$ cat src/hdl/tlc_pkg.sv
// Shared types, constants and helper functions of the traffic light controller.
package tlc_pkg;

    localparam int DIGITS    = 4;
    localparam int DIG_IDX_W = $clog2(DIGITS);
    localparam int TMR_W     = 16;
    localparam int DUR_W     = 7;
    localparam int BCD_W     = 4;
    localparam int LAMP_W    = 6;
    localparam int S_TDATA_W = 8;
    localparam int M_TDATA_W = 16;
    localparam int CFG_IDX_W = 2;

    localparam logic [DUR_W-1:0] DUR_MAX       = 7'd99;
    localparam logic [DUR_W-1:0] DUR_RED_RST   = 7'd5;
    localparam logic [DUR_W-1:0] DUR_YEL_RST   = 7'd2;
    localparam logic [DUR_W-1:0] DUR_GRN_RST   = 7'd3;

    localparam logic [TMR_W-1:0] TPS_RST   = 16'd100;
    localparam logic [TMR_W-1:0] BLINK_RST = 16'd50;
    localparam logic [TMR_W-1:0] SCAN_RST  = 16'd12;

    // configuration register indexes
    localparam logic [CFG_IDX_W-1:0] REG_TPS   = 2'd0;
    localparam logic [CFG_IDX_W-1:0] REG_BLINK = 2'd1;
    localparam logic [CFG_IDX_W-1:0] REG_SCAN  = 2'd2;

    // blink masks: red, yellow, green of both ways
    localparam logic [LAMP_W-1:0] MASK_RED = 6'h09;
    localparam logic [LAMP_W-1:0] MASK_YEL = 6'h12;
    localparam logic [LAMP_W-1:0] MASK_GRN = 6'h24;

    typedef enum logic [1:0] {
        MODE_NORMAL     = 2'd0,
        MODE_SET_RED    = 2'd1,
        MODE_SET_YELLOW = 2'd2,
        MODE_SET_GREEN  = 2'd3
    } mode_t;

    typedef enum logic [1:0] {
        PH_RED    = 2'd0,
        PH_GREEN  = 2'd1,
        PH_YELLOW = 2'd2
    } phase_t;

    typedef enum logic [1:0] {
        BTN_RELEASED = 2'd0,
        BTN_PRESSED  = 2'd1,
        BTN_LONG     = 2'd2
    } btn_t;

    typedef struct packed {
        logic tick;
        logic load;
    } tmr_ctrl_t;

    typedef struct packed {
        logic [BCD_W-1:0] tens;
        logic [BCD_W-1:0] ones;
    } bcd_pair_t;

    // x / 10 as a multiply by the reciprocal; exact for x below 1029
    function automatic bcd_pair_t bcd_split(input logic [DUR_W-1:0] x);
        logic [DUR_W+7:0] prod;
        logic [DUR_W-1:0] q;
        logic [DUR_W-1:0] r;
        bcd_pair_t        res;
        prod     = {8'd0, x} * (DUR_W+8)'(205);
        q        = DUR_W'(prod >> 11);
        r        = x - DUR_W'(q * DUR_W'(10));
        res.tens = q[BCD_W-1:0];
        res.ones = r[BCD_W-1:0];
        return res;
    endfunction

    function automatic logic [2:0] lamp_code(input phase_t p);
        logic [2:0] c;
        unique case (p)
            PH_RED:   c = 3'b001;
            PH_GREEN: c = 3'b100;
            default:  c = 3'b010;
        endcase
        return c;
    endfunction

    function automatic phase_t phase_next(input phase_t p);
        phase_t n;
        unique case (p)
            PH_RED:    n = PH_GREEN;
            PH_GREEN:  n = PH_YELLOW;
            PH_YELLOW: n = PH_RED;
            default:   n = PH_GREEN;
        endcase
        return n;
    endfunction

    function automatic btn_t btn_track(input btn_t s, input logic lv, input logic lg);
        btn_t n;
        n = s;
        unique case (s)
            BTN_RELEASED: if (lv) n = BTN_PRESSED;
            BTN_PRESSED: begin
                if (!lv)     n = BTN_RELEASED;
                else if (lg) n = BTN_LONG;
            end
            default:      if (!lv) n = BTN_RELEASED;
        endcase
        return n;
    endfunction

endpackage

$ cat src/hdl/tlc_timer.sv
// Down-counting software timer with a sticky expiry flag.
module tlc_timer #(
    parameter logic [tlc_pkg::TMR_W-1:0] RESET_PERIOD = tlc_pkg::TPS_RST
) (
    input  logic                      aclk,
    input  logic                      aresetn,
    input  tlc_pkg::tmr_ctrl_t        ctrl,
    input  logic [tlc_pkg::TMR_W-1:0] period,
    output logic                      expired
);
    import tlc_pkg::*;

    logic [TMR_W-1:0] cnt_reg;
    logic [TMR_W-1:0] cnt_next;
    logic             exp_reg;
    logic             exp_next;

    // flag as it stands after this tick's countdown
    assign expired = exp_reg | (cnt_reg == TMR_W'(1));

    always_comb begin
        cnt_next = cnt_reg;
        exp_next = exp_reg;
        if (ctrl.tick) begin
            if (ctrl.load) begin
                cnt_next = period;
                exp_next = 1'b0;
            end else begin
                if (cnt_reg != '0) cnt_next = cnt_reg - TMR_W'(1);
                exp_next = expired;
            end
        end
    end

    always_ff @(posedge aclk) begin
        if (!aresetn) begin
            cnt_reg <= RESET_PERIOD;
            exp_reg <= 1'b0;
        end else begin
            cnt_reg <= cnt_next;
            exp_reg <= exp_next;
        end
    end

endmodule

$ cat src/hdl/two_way_traffic_light_controller_core.sv
// Top level of the two-way traffic light controller with settable durations.
//
//  channel  | direction | carries
//  ---------+-----------+--------------------------------------------------
//  s_       | in        | one base tick with three button levels/long flags
//  m_       | out       | lamps, display digit scan and current mode
//  cfg_     | in        | write of ticks_per_second, blink_ticks, scan_ticks
//
// Every accepted tick produces one result in the next cycle; a tick can be taken
// in every cycle while the output is not stalled. The whole update runs through
// one layer of logic between the state registers and the result register; the
// digit split uses a multiply by the reciprocal of ten. A stalled result holds
// in the output register, and s_tready drops only while that register is full
// and not being taken. aresetn is synchronous; cfg_ready is always high.
module two_way_traffic_light_controller_core (
    input  logic                          aclk,
    input  logic                          aresetn,
    input  logic                          s_tvalid,
    output logic                          s_tready,
    // [0] mode_level [1] mode_held_long [2] inc_level [3] inc_held_long
    // [4] confirm_level [5] confirm_held_long [7:6] zero
    input  logic [tlc_pkg::S_TDATA_W-1:0] s_tdata,
    output logic                          m_tvalid,
    input  logic                          m_tready,
    // [5:0] lamps [6] digit_strobe [8:7] digit_index [12:9] digit_value
    // [14:13] current_mode [15] zero
    output logic [tlc_pkg::M_TDATA_W-1:0] m_tdata,
    input  logic                          cfg_valid,
    output logic                          cfg_ready,
    input  logic [tlc_pkg::CFG_IDX_W-1:0] cfg_index,
    input  logic [tlc_pkg::TMR_W-1:0]     cfg_data
);
    import tlc_pkg::*;

    logic accept;

    // configuration
    logic [TMR_W-1:0] tps_reg, blink_reg, scan_per_reg;

    // state
    btn_t             btn_reg  [3];
    btn_t             btn_next [3];
    logic             rs_reg   [2];
    logic             rs_next  [2];
    mode_t            mode_reg, mode_next;
    logic [DUR_W-1:0] dur_reg  [3];
    logic [DUR_W-1:0] dur_next [3];
    logic [DUR_W-1:0] wc_reg   [2];
    logic [DUR_W-1:0] wc_next  [2];
    phase_t           ph_reg   [2];
    phase_t           ph_next  [2];
    logic [LAMP_W-1:0] lamp_reg, lamp_next;
    logic [BCD_W-1:0] buf_reg  [DIGITS];
    logic [BCD_W-1:0] buf_next [DIGITS];
    logic [DIG_IDX_W-1:0] scan_reg, scan_next;

    // output register
    logic                 m_valid_reg;
    logic [M_TDATA_W-1:0] m_data_reg;
    logic [M_TDATA_W-1:0] m_data_next;

    // timers: blink, scan, second
    tmr_ctrl_t tc_blink, tc_scan, tc_sec;
    logic      e_blink, e_scan, e_sec;

    logic                 mode_press;
    logic [1:0]           d_sel;
    logic [LAMP_W-1:0]    mask;
    bcd_pair_t            sp_a, sp_b;
    logic                 strobe;
    logic [DIG_IDX_W-1:0] idx;
    logic [BCD_W-1:0]     val;

    assign accept    = s_tvalid & s_tready;
    assign s_tready  = !m_valid_reg || m_tready;
    assign m_tvalid  = m_valid_reg;
    assign m_tdata   = m_data_reg;
    assign cfg_ready = 1'b1;

    tlc_timer #(.RESET_PERIOD(BLINK_RST)) u_tmr_blink (
        .aclk(aclk), .aresetn(aresetn), .ctrl(tc_blink), .period(blink_reg),
        .expired(e_blink)
    );
    tlc_timer #(.RESET_PERIOD(SCAN_RST)) u_tmr_scan (
        .aclk(aclk), .aresetn(aresetn), .ctrl(tc_scan), .period(scan_per_reg),
        .expired(e_scan)
    );
    tlc_timer #(.RESET_PERIOD(TPS_RST)) u_tmr_sec (
        .aclk(aclk), .aresetn(aresetn), .ctrl(tc_sec), .period(tps_reg),
        .expired(e_sec)
    );

    always_ff @(posedge aclk) begin
        if (!aresetn) begin
            tps_reg      <= TPS_RST;
            blink_reg    <= BLINK_RST;
            scan_per_reg <= SCAN_RST;
        end else if (cfg_valid && cfg_ready) begin
            unique case (cfg_index)
                REG_TPS:   tps_reg      <= cfg_data;
                REG_BLINK: blink_reg    <= cfg_data;
                REG_SCAN:  scan_per_reg <= cfg_data;
                default: ;
            endcase
        end
    end

    always_comb begin
        btn_next[0] = btn_track(btn_reg[0], s_tdata[0], s_tdata[1]);
        btn_next[1] = btn_track(btn_reg[1], s_tdata[2], s_tdata[3]);
        btn_next[2] = btn_track(btn_reg[2], s_tdata[4], s_tdata[5]);
        rs_next     = rs_reg;
        mode_next   = mode_reg;
        dur_next    = dur_reg;
        wc_next     = wc_reg;
        ph_next     = ph_reg;
        lamp_next   = lamp_reg;
        buf_next    = buf_reg;
        scan_next   = scan_reg;
        d_sel       = 2'd0;
        mask        = MASK_RED;
        sp_a        = '0;
        sp_b        = '0;
        tc_blink    = '{tick: accept, load: 1'b0};
        tc_scan     = '{tick: accept, load: 1'b0};
        tc_sec      = '{tick: accept, load: 1'b0};

        mode_press = (btn_next[0] == BTN_PRESSED) && rs_reg[0];
        if (mode_press) begin
            rs_next[0]    = 1'b0;
            tc_blink.load = 1'b1;
            mode_next     = mode_t'(mode_reg + 2'd1);
        end
        if (btn_next[0] == BTN_RELEASED) rs_next[0] = 1'b1;

        if (mode_reg == MODE_NORMAL) begin
            if (e_sec) begin
                tc_sec.load = 1'b1;
                if (wc_next[0] != '0) wc_next[0] = wc_reg[0] - DUR_W'(1);
                if (wc_next[1] != '0) wc_next[1] = wc_reg[1] - DUR_W'(1);
            end
            if (wc_next[1] == '0) begin
                unique case (ph_reg[1])
                    PH_RED:   wc_next[1] = dur_reg[2];
                    PH_GREEN: wc_next[1] = dur_reg[1];
                    default:  wc_next[1] = dur_reg[0];
                endcase
                ph_next[1] = phase_next(ph_reg[1]);
            end
            // way0 lamps show the phase before this tick's advance, way1 lamps the phase after it
            lamp_next = {lamp_code(ph_next[1]), lamp_code(ph_reg[0])};
            if (wc_next[0] == '0) begin
                unique case (ph_reg[0])
                    PH_RED:   wc_next[0] = dur_reg[2];
                    PH_GREEN: wc_next[0] = dur_reg[1];
                    default:  wc_next[0] = dur_reg[0];
                endcase
                ph_next[0] = phase_next(ph_reg[0]);
            end
            sp_a        = bcd_split(wc_next[1]);
            sp_b        = bcd_split(wc_next[0]);
            buf_next[0] = sp_a.tens;
            buf_next[1] = sp_a.ones;
            buf_next[2] = sp_b.tens;
            buf_next[3] = sp_b.ones;
        end else begin
            unique case (mode_reg)
                MODE_SET_RED:    begin d_sel = 2'd0; mask = MASK_RED; end
                MODE_SET_YELLOW: begin d_sel = 2'd1; mask = MASK_YEL; end
                default:         begin d_sel = 2'd2; mask = MASK_GRN; end
            endcase
            sp_a        = bcd_split(dur_reg[d_sel]);
            buf_next[1] = BCD_W'(mode_reg) + BCD_W'(1);
            buf_next[2] = sp_a.tens;
            buf_next[3] = sp_a.ones;
            // a mode press this tick has already reloaded the blink timer
            if (e_blink && !mode_press) begin
                lamp_next     = (lamp_reg ^ mask) & mask;
                tc_blink.load = 1'b1;
            end
            if ((btn_next[1] == BTN_PRESSED) && rs_reg[1]) begin
                rs_next[1] = 1'b0;
                if (dur_reg[d_sel] < DUR_MAX) dur_next[d_sel] = dur_reg[d_sel] + DUR_W'(1);
            end
            if (btn_next[1] == BTN_RELEASED) rs_next[1] = 1'b1;
            // confirm wins over a mode press
            if (btn_next[2] == BTN_PRESSED) mode_next = MODE_NORMAL;
        end

        strobe = 1'b0;
        idx    = '0;
        val    = '0;
        if (e_scan) begin
            tc_scan.load = 1'b1;
            strobe       = 1'b1;
            idx          = scan_reg;
            val          = buf_next[scan_reg];
            scan_next    = scan_reg + DIG_IDX_W'(1);
        end

        m_data_next = {1'b0, mode_next, val, idx, strobe, lamp_next};
    end

    always_ff @(posedge aclk) begin
        if (!aresetn) begin
            btn_reg     <= '{BTN_RELEASED, BTN_RELEASED, BTN_RELEASED};
            rs_reg      <= '{1'b0, 1'b0};
            mode_reg    <= MODE_NORMAL;
            dur_reg     <= '{DUR_RED_RST, DUR_YEL_RST, DUR_GRN_RST};
            wc_reg      <= '{DUR_RED_RST, DUR_GRN_RST};
            ph_reg      <= '{PH_RED, PH_GREEN};
            lamp_reg    <= '0;
            buf_reg     <= '{default: '0};
            scan_reg    <= '0;
            m_valid_reg <= 1'b0;
        end else begin
            if (accept) begin
                btn_reg     <= btn_next;
                rs_reg      <= rs_next;
                mode_reg    <= mode_next;
                dur_reg     <= dur_next;
                wc_reg      <= wc_next;
                ph_reg      <= ph_next;
                lamp_reg    <= lamp_next;
                buf_reg     <= buf_next;
                scan_reg    <= scan_next;
                m_valid_reg <= 1'b1;
            end else if (m_tready) begin
                m_valid_reg <= 1'b0;
            end
        end
    end

    // result payload; holds while stalled
    always_ff @(posedge aclk) begin
        if (accept) begin
            m_data_reg <= m_data_next;
        end
    end

endmodule
$ cat config.mk
export PLATFORM = sky130hd
export DESIGN_NAME = two_way_traffic_light_controller_core
export DESIGN_NICKNAME = d
export VERILOG_FILES = /design/src/hdl/tlc_pkg.sv /design/src/hdl/tlc_timer.sv /design/src/hdl/two_way_traffic_light_controller_core.sv
export SDC_FILE = /design/constraint.sdc
export NUM_CORES = 1
export LEC_CHECK = 0
export ABC_AREA = 0
export BUFFER_PORTS_ARGS = -buffer_cell sky130_fd_sc_hd__buf_2
export CORE_UTILIZATION = 38
export DETAILED_ROUTE_END_ITERATION = 16
export GPL_ROUTABILITY_DRIVEN = 0
export GPL_TIMING_DRIVEN = 0
export MAX_ROUTING_LAYER = met4
export PLACE_DENSITY = 0.51
export SLEW_MARGIN = 15
export SYNTH_ARGS = -nofsm -noshare
export SYNTH_HDL_FRONTEND = slang
export SYNTH_HIERARCHICAL = 1
export SYNTH_SLANG_ARGS = --single-unit
$ cat constraint.sdc
create_clock -name aclk -period 9.9 [get_ports aclk]
set_input_delay 1.485 -clock aclk [delete_from_list [all_inputs] [get_ports aclk]]
set_output_delay 1.485 -clock aclk [all_outputs]
set_load 0.005 [all_outputs]
Word-level counts from Yosys, hierarchy flattened

Index checks and enable logic that the tools add are counted.

Logic and storage cells: 191
Bits of input ports: 31
Output and inout port bits: 19
Register bits: 176

Magnitude comparators: 4
Muxes and demuxes: 72
Equal/unequal tests: 18
Add/subtract/negate cells: 12
Reductions and logical operators: 42
Bitwise gates (word level): 9
Multipliers: 6

Operators by type and width:

| kind                                                                    | count |
|---|---|
| 16-bit 2-to-1 mux                                                       | 6 |
| 7-bit 2-to-1 mux                                                        | 9 |
| 16-bit by 1-bit equality test with 1-bit output (second input constant) | 3 |
| 16-bit nonzero test                                                     | 3 |
| 16-bit by 1-bit subtractor with 16-bit output (second input constant)   | 3 |
| 7-bit by 8-bit multiplier with 15-bit output (second input constant)    | 3 |
| 2-bit 2-to-1 mux                                                        | 18 |
| 14-bit 2-to-1 mux                                                       | 2 |
| 7-bit one-hot mux with 2 select lines                                   | 2 |
| 2-bit one-hot mux with 2 select lines                                   | 6 |
| 2-bit by 1-bit equality test with 1-bit output (second input constant)  | 11 |
| 21-bit bitwise mux                                                      | 1 |
| 2-bit logical NOT                                                       | 10 |
| 6-bit 2-to-1 mux                                                        | 3 |
| 2-bit AND reduction                                                     | 9 |
| 1-bit 2-to-1 mux                                                        | 15 |
| 7-bit binary-select mux with 2-bit select                               | 1 |
| 7-bit demux with 2-bit select                                           | 1 |
| 7-bit logical NOT                                                       | 2 |
| 7-bit nonzero test                                                      | 2 |
| 7-bit by 1-bit subtractor with 7-bit output (second input constant)     | 2 |
| 4-bit by 3-bit multiplier with 3-bit output (second input constant)     | 3 |
| 12-bit 2-to-1 mux                                                       | 1 |
| 4-bit 2-to-1 mux                                                        | 3 |
| 23 further kinds                                                        | 44 |

Longest topological paths before layout

Depth in word-level cells: 14
Gate-level depth with buffers: 35
Depth with buffers taken out: 32

Hierarchy

Netlist, hierarchy kept.

By module, submodules not included:

| module                                | sequential area each (um^2) | cells each | area each (um^2) | instances |
|---|---|---|---|---|
| two_way_traffic_light_controller_core | 2652.5                      | 1065       | 9277.6           | 1 |
| tlc_timer at u_tmr_blink              | 340.3                       | 150        | 1223.7           | 1 |
| tlc_timer at u_tmr_scan               | 340.3                       | 155        | 1123.6           | 1 |
| tlc_timer at u_tmr_sec                | 340.3                       | 144        | 1122.3           | 1 |

Worst setup path before layout

No wires, ideal clock.

Kind: reg2reg
Start point: reg u_tmr_sec.cnt_reg[8]
End point: reg m_data_reg[11] (netlist: m_tdata[11]) (data pin)
Library setup time: 255 ps
Path buffers: 1
Data required time: 9645 ps
Setup slack: 2026 ps
Arrival time: 7619 ps
Clock period less this slack: 7874 ps
Cell stages (with the launch flop): 29
Cells stage by stage: dfxtp_1 > or3_1 > nand3b_2 > nor2_1 > a21o_1 > buf_6 > nor4b_1 > xnor2_1 > or4b_2 > a21oi_1 > nand2_1 > o211ai_1 > ha_1 > fa_1 > inv_1 > ha_1 > ha_1 > ha_1 > a21o_1 > a21o_1 > a21oi_1 > o21a_1 > a31oi_4 > xor2_2 > ha_1 > inv_1 > fa_1 > mux4_2 > a31o_1

Longest elaborated chain between the ends: 14
Elaborated cells between the ends (all ways): 21
Those cells by class: add/sub: 2; mul: 4; eq/ne: 1; mux: 11; bitwise: 1; reduce/logical: 2

Ends and longest elaborated chain:

| element                                                 | RTL line                                                                                   | text |
|---|---|---|
| start, declared                                         | tlc_timer.sv:13                                                                            | `logic [TMR_W-1:0] cnt_reg;` |
| start signal, assigned                                  | tlc_timer.sv:40                                                                            | `cnt_reg <= cnt_next;` |
| 16-bit by 1-bit equality test with 1-bit output (*)     | tlc_timer.sv:19                                                                            | `assign expired = exp_reg \| (cnt_reg == TMR_W'(1));` |
| 1-bit OR (*)                                            | tlc_timer.sv:19                                                                            |  |
| via e_sec                                               | two_way_traffic_light_controller_core.sv:64                                                | `logic e_blink, e_scan, e_sec;` |
| 14-bit 2-to-1 mux (*)                                   | two_way_traffic_light_controller_core.sv:137                                               | `if (e_sec) begin` |
| 14-bit 2-to-1 mux (*)                                   | two_way_traffic_light_controller_core.sv:136                                               | `if (mode_reg == MODE_NORMAL) begin` |
| 7-bit logical NOT, on equally long branches             | two_way_traffic_light_controller_core.sv:152, two_way_traffic_light_controller_core.sv:142 |  |
| 7-bit 2-to-1 mux, on equally long branches              | two_way_traffic_light_controller_core.sv:152, two_way_traffic_light_controller_core.sv:142 |  |
| 7-bit 2-to-1 mux                                        | two_way_traffic_light_controller_core.sv:136                                               |  |
| 7-bit by 8-bit multiplier with 15-bit output            | tlc_pkg.sv:68                                                                              | `prod = {8'd0, x} * (DUR_W+8)'(205);` |
| 4-bit by 3-bit multiplier with 3-bit output             | tlc_pkg.sv:70                                                                              | `r = x - DUR_W'(q * DUR_W'(10));` |
| 4-bit subtractor                                        | tlc_pkg.sv:70                                                                              |  |
| 12-bit 2-to-1 mux                                       | two_way_traffic_light_controller_core.sv:136                                               |  |
| 4-bit binary-select mux with 2-bit select (*)           | two_way_traffic_light_controller_core.sv:197                                               | `val = buf_next[scan_reg];` |
| 4-bit 2-to-1 mux (implied by the code) (*) (2 in a row) | two_way_traffic_light_controller_core.sv:197                                               |  |
| end signal, assigned                                    | two_way_traffic_light_controller_core.sv:237                                               | `m_data_reg <= m_data_next;` |
| end, declared                                           | two_way_traffic_light_controller_core.sv:59                                                | `logic [M_TDATA_W-1:0] m_data_reg;` |

The timed path passes the listed nets; every way through them passes the cells marked *. The select of a mux whose other input is x is not followed.
A chain may end at the register's enable or synchronous reset.

Worst setup path after layout

Start point: reg u_tmr_sec.cnt_reg[4]
End point: reg m_data_reg[11] (netlist: m_tdata[11]) (data pin)

Same word-level chain as after synthesis.

==> reports/results.txt <==
After synthesis the cells add up to 12,750 µm². The clock arrives with 0.01260 ns of skew. After routing, the total negative slack on setup checks comes to 0 ns.

The clock transition time at the flip-flop clock pins of the worst setup and hold paths was 0.07 ns. Clock latency on the worst-skew pair, taken at its later pin, is 0.45 ns. The logs give 5.791 nW for the leakage component of the power and 0 for the buffer count from post-CTS setup fixing.

The area growth from synthesis to layout is 10.67%. Dividing the final minimum period by the clock period gives 95.65%. For the worst flop-to-flop path, the logic depth is 29. The critical path in this run is classified as register to register.

Across the VDD grid, the largest voltage drop is 0.0001253 V. The startpoint class of the critical path was a register. Instance count along the most critical hold path: 2.

Number of pins exceeding their max-slew limit in the final report: 0. The top cell type by area accounts for 25.28% of the synthesized area. Number of flops mapped to enable cells by yosys: 15. The critical path starts at u_tmr_sec/cnt_reg[4].

Setup repair after global routing left no endpoint under its margin. The die extent in y was 185.2 µm. In the final layout, the share of cells above drive strength 1 is 9.736%. The slew at the pin with the worst max-slew slack works out to 1.033 ns. The library cell occupying the most area in the post-synthesis netlist is dfxtp_1. The logs give 32,780 µm² for the standard cell core area and 23.32% for the overall fraction of global-route tracks in use. The count of distinct cell types in the synthesized netlist is 104, and the clock tree buffer depth is 2.

For this design, the CTS-stage hold fixing added 0 buffers. Peak clock frequency supported by timing: 0.1056 GHz. The number of clock sinks seen by CTS came out at 176. The number of global-route vias before repair was 10,690; the post-synthesis register bit count was 176. The run gives 6 as the synthesis warning total.

The worst register-to-register path begins at u_tmr_sec/cnt_reg[4]. Ranked by total cell area, the synthesized netlist is headed by dfxtp_1 (25%), ha_1 (12%), nand2_1 (6.8%). The tools report the remaining number of nets flagged by the antenna check after routing as 0. The initial utilization of the core area, before any placement, comes to 38.88%. The register with the most flip-flops in the layout has 21 of them. The clock tree synthesis step divided the H-tree into 4 levels.

Across the run, the number of max-cap violations was 0. The number of nets handed over by synthesis was 1,697. Among all cell types in the netlist, the one instantiated most often is nand2_1. The number of antenna diodes in the final layout is 0. The final route contains 11,049 vias. Global routing finished with a remaining overflow of 0. STA puts the critical path data required time at 10.09 ns. TritonCTS built the clock tree. The number of endpoints with negative hold slack in the final report is 0. Class of the tightest hold or removal check: register to register. After detailed routing, the average wire length per cell comes to 18.49 µm. In the routed layout, each cell is associated on average with a via count of 5.432. The logs give 1,514 for the number of cells produced by synthesis and 0 for the quantity of gates resized following cts. The sequential area share after synthesis is 28.82%, and the total CTS buffers is 17. From left edge to right edge, the die measures 185.2 µm. 50 I/O pins were placed. On the worst path, the slowest cell contributes a delay of 0.77 ns. In this run the tool buffered the top-level ports with 45 buffer cells. Setup violations remaining at the end of the flow were counted as 0.

The run gives 31.02% as the worst slew margin relative to its limit. The first-pass iteration count of the detailed router was 5; the half-perimeter wire length after detailed placement was 29.10 mm. Row generation in the floorplan step produced 66 rows.

The filler cells instantiated in the layout total 3,362. The main flop type after synthesis is dfxtp_1. At the worst endpoint, the arrival time is 9.66 ns. The maximum net fanout on the critical path was 10; the final routed wirelength across all metal layers was 37.60 mm.

The buffer cell driving the clock tree root is clkbuf_16. The critical path's most frequent cell is ha_1. Dividing total power by cell area gives a power density of 136.6 nW/µm². The tools report the critical path endpoint category as a register. Entering global routing, the biggest net connects 33 pins. For this run, the share of the core covered by cells in the final layout is 43.03%.

The shortest clock period the worst path allows after layout was 9.469 ns. The tools report the hold path startpoint as buf_reg[14]. The run finished with clean final reports.

The final net count was 1,762. Counting instances in the post-synthesis netlist gives the leading cell types as nand2_1 (232), dfxtp_1 (161), ha_1 (125), inv_1 (105). In the synthesized netlist the async set-or-reset flop fraction comes to 0%.

For this run, design rule violations remaining after detail routing come to 0. The standard cell with the maximum stage delay on the critical path was nor4b_1. The die covers 34,280 µm². The first routing iteration left 700 violations. The initial antenna violation count is 0, and the wire length of the first global-routing pass is 59.62 mm. Each instance of the synthesized netlist takes up on average 8.420 µm².
## routing by layer
metal	global-route usage, %	share of wire (%)	vias up
li1	-	-	5507
met1	30.85	49	5327
met2	38.41	48	193
met3	2.654	3.0	22
met4	4.463	0.88	0
met5	-	0	-
## logic make-up (layout without fill, tap and decap cells)
group	count (synthesis)	count (layout)	synth area share [%]
flip-flops	176	176	28.82
XOR/XNOR	39	39	2.847
adder cells (fa/ha/maj)	152	152	16.51
AND/OR/NAND/NOR	524	524	20.09
AO/OA/AOI/OAI	386	386	21.28
other	2	2	0.05891
multiplexers	43	43	3.700
buffers and inverters	192	270	6.694
## report_power, final
part           internal, mW  switching, mW
Sequential            0.744         0.0232
Combinational         0.207          0.288
Clock                 0.342          0.323
Total                  1.29          0.634
## critical path, delay by kind of cell, from the launching register on
kind | cells | cell delay (ns)
mux | 1 | 0.47
compound gates | 9 | 2.30
fa+ha+maj | 7 | 2.30
buf+inv | 4 | 0.37
xor+xnor | 2 | 0.59
simple gates | 6 | 2.78
flops | 1 | 0.37
## worst paths after layout
kind | endpoint | slack, ns
setup / recovery | m_tdata[11] | 0.43
hold / removal | buf_reg[14] | 0.47
setup reg to reg | m_tdata[11] | 0.43
hold reg to reg | buf_reg[14] | 0.47
## through the flow
stage	hold WS, ns	cell area, µm²	std cells	worst slack, ns	total power [mW]
floorplan	0.4318	12750	1514	2.026	1.140
global placement	0.4523	13530	2001	0.5056	1.272
detailed placement	0.4579	13550	2002	0.5232	1.277
CTS	0.4682	14110	2034	0.4719	1.946
global route	0.4910	14110	2034	0.01267	2.042
finish	0.4674	14110	2034	0.4307	1.927
## cells in the final DEF, fill, tap and decap left out, types with 13 or more instances in the layout
master,instances
nor3_1,27
dfxtp_1,161
a31oi_1,17
o21ai_1,13
mux2i_1,37
nor2b_1,25
nand3_1,28
a21boi_0,49
o21ai_0,55
ha_1,125
fa_1,27
nand2_1,232
inv_1,105
nor2_1,87
clkbuf_1,61
nor4_1,15
clkbuf_16,18
edfxtp_1,15
and2_1,14
xnor2_1,26
o31ai_1,13
o211ai_1,19
buf_2,52
a21oi_1,87
## area by class of cell
| class | count | area, µm² | area share, % |
|---|---|---|---|
| Clock buffer | 20 | 457.9 | 3.246 |
| Multi-Input combinational cell | 1146 | 8227 | 58.31 |
| Tap cell | 442 | 553.0 | 3.920 |
| Timing Repair Buffer | 46 | 245.2 | 1.738 |
| Inverter | 107 | 401.6 | 2.847 |
| Buffer | 85 | 452.9 | 3.211 |
| Sequential cell | 176 | 3674 | 26.04 |
| Clock inverter | 12 | 96.34 | 0.6829 |
Note: power is estimated with default switching activity, not from simulation.
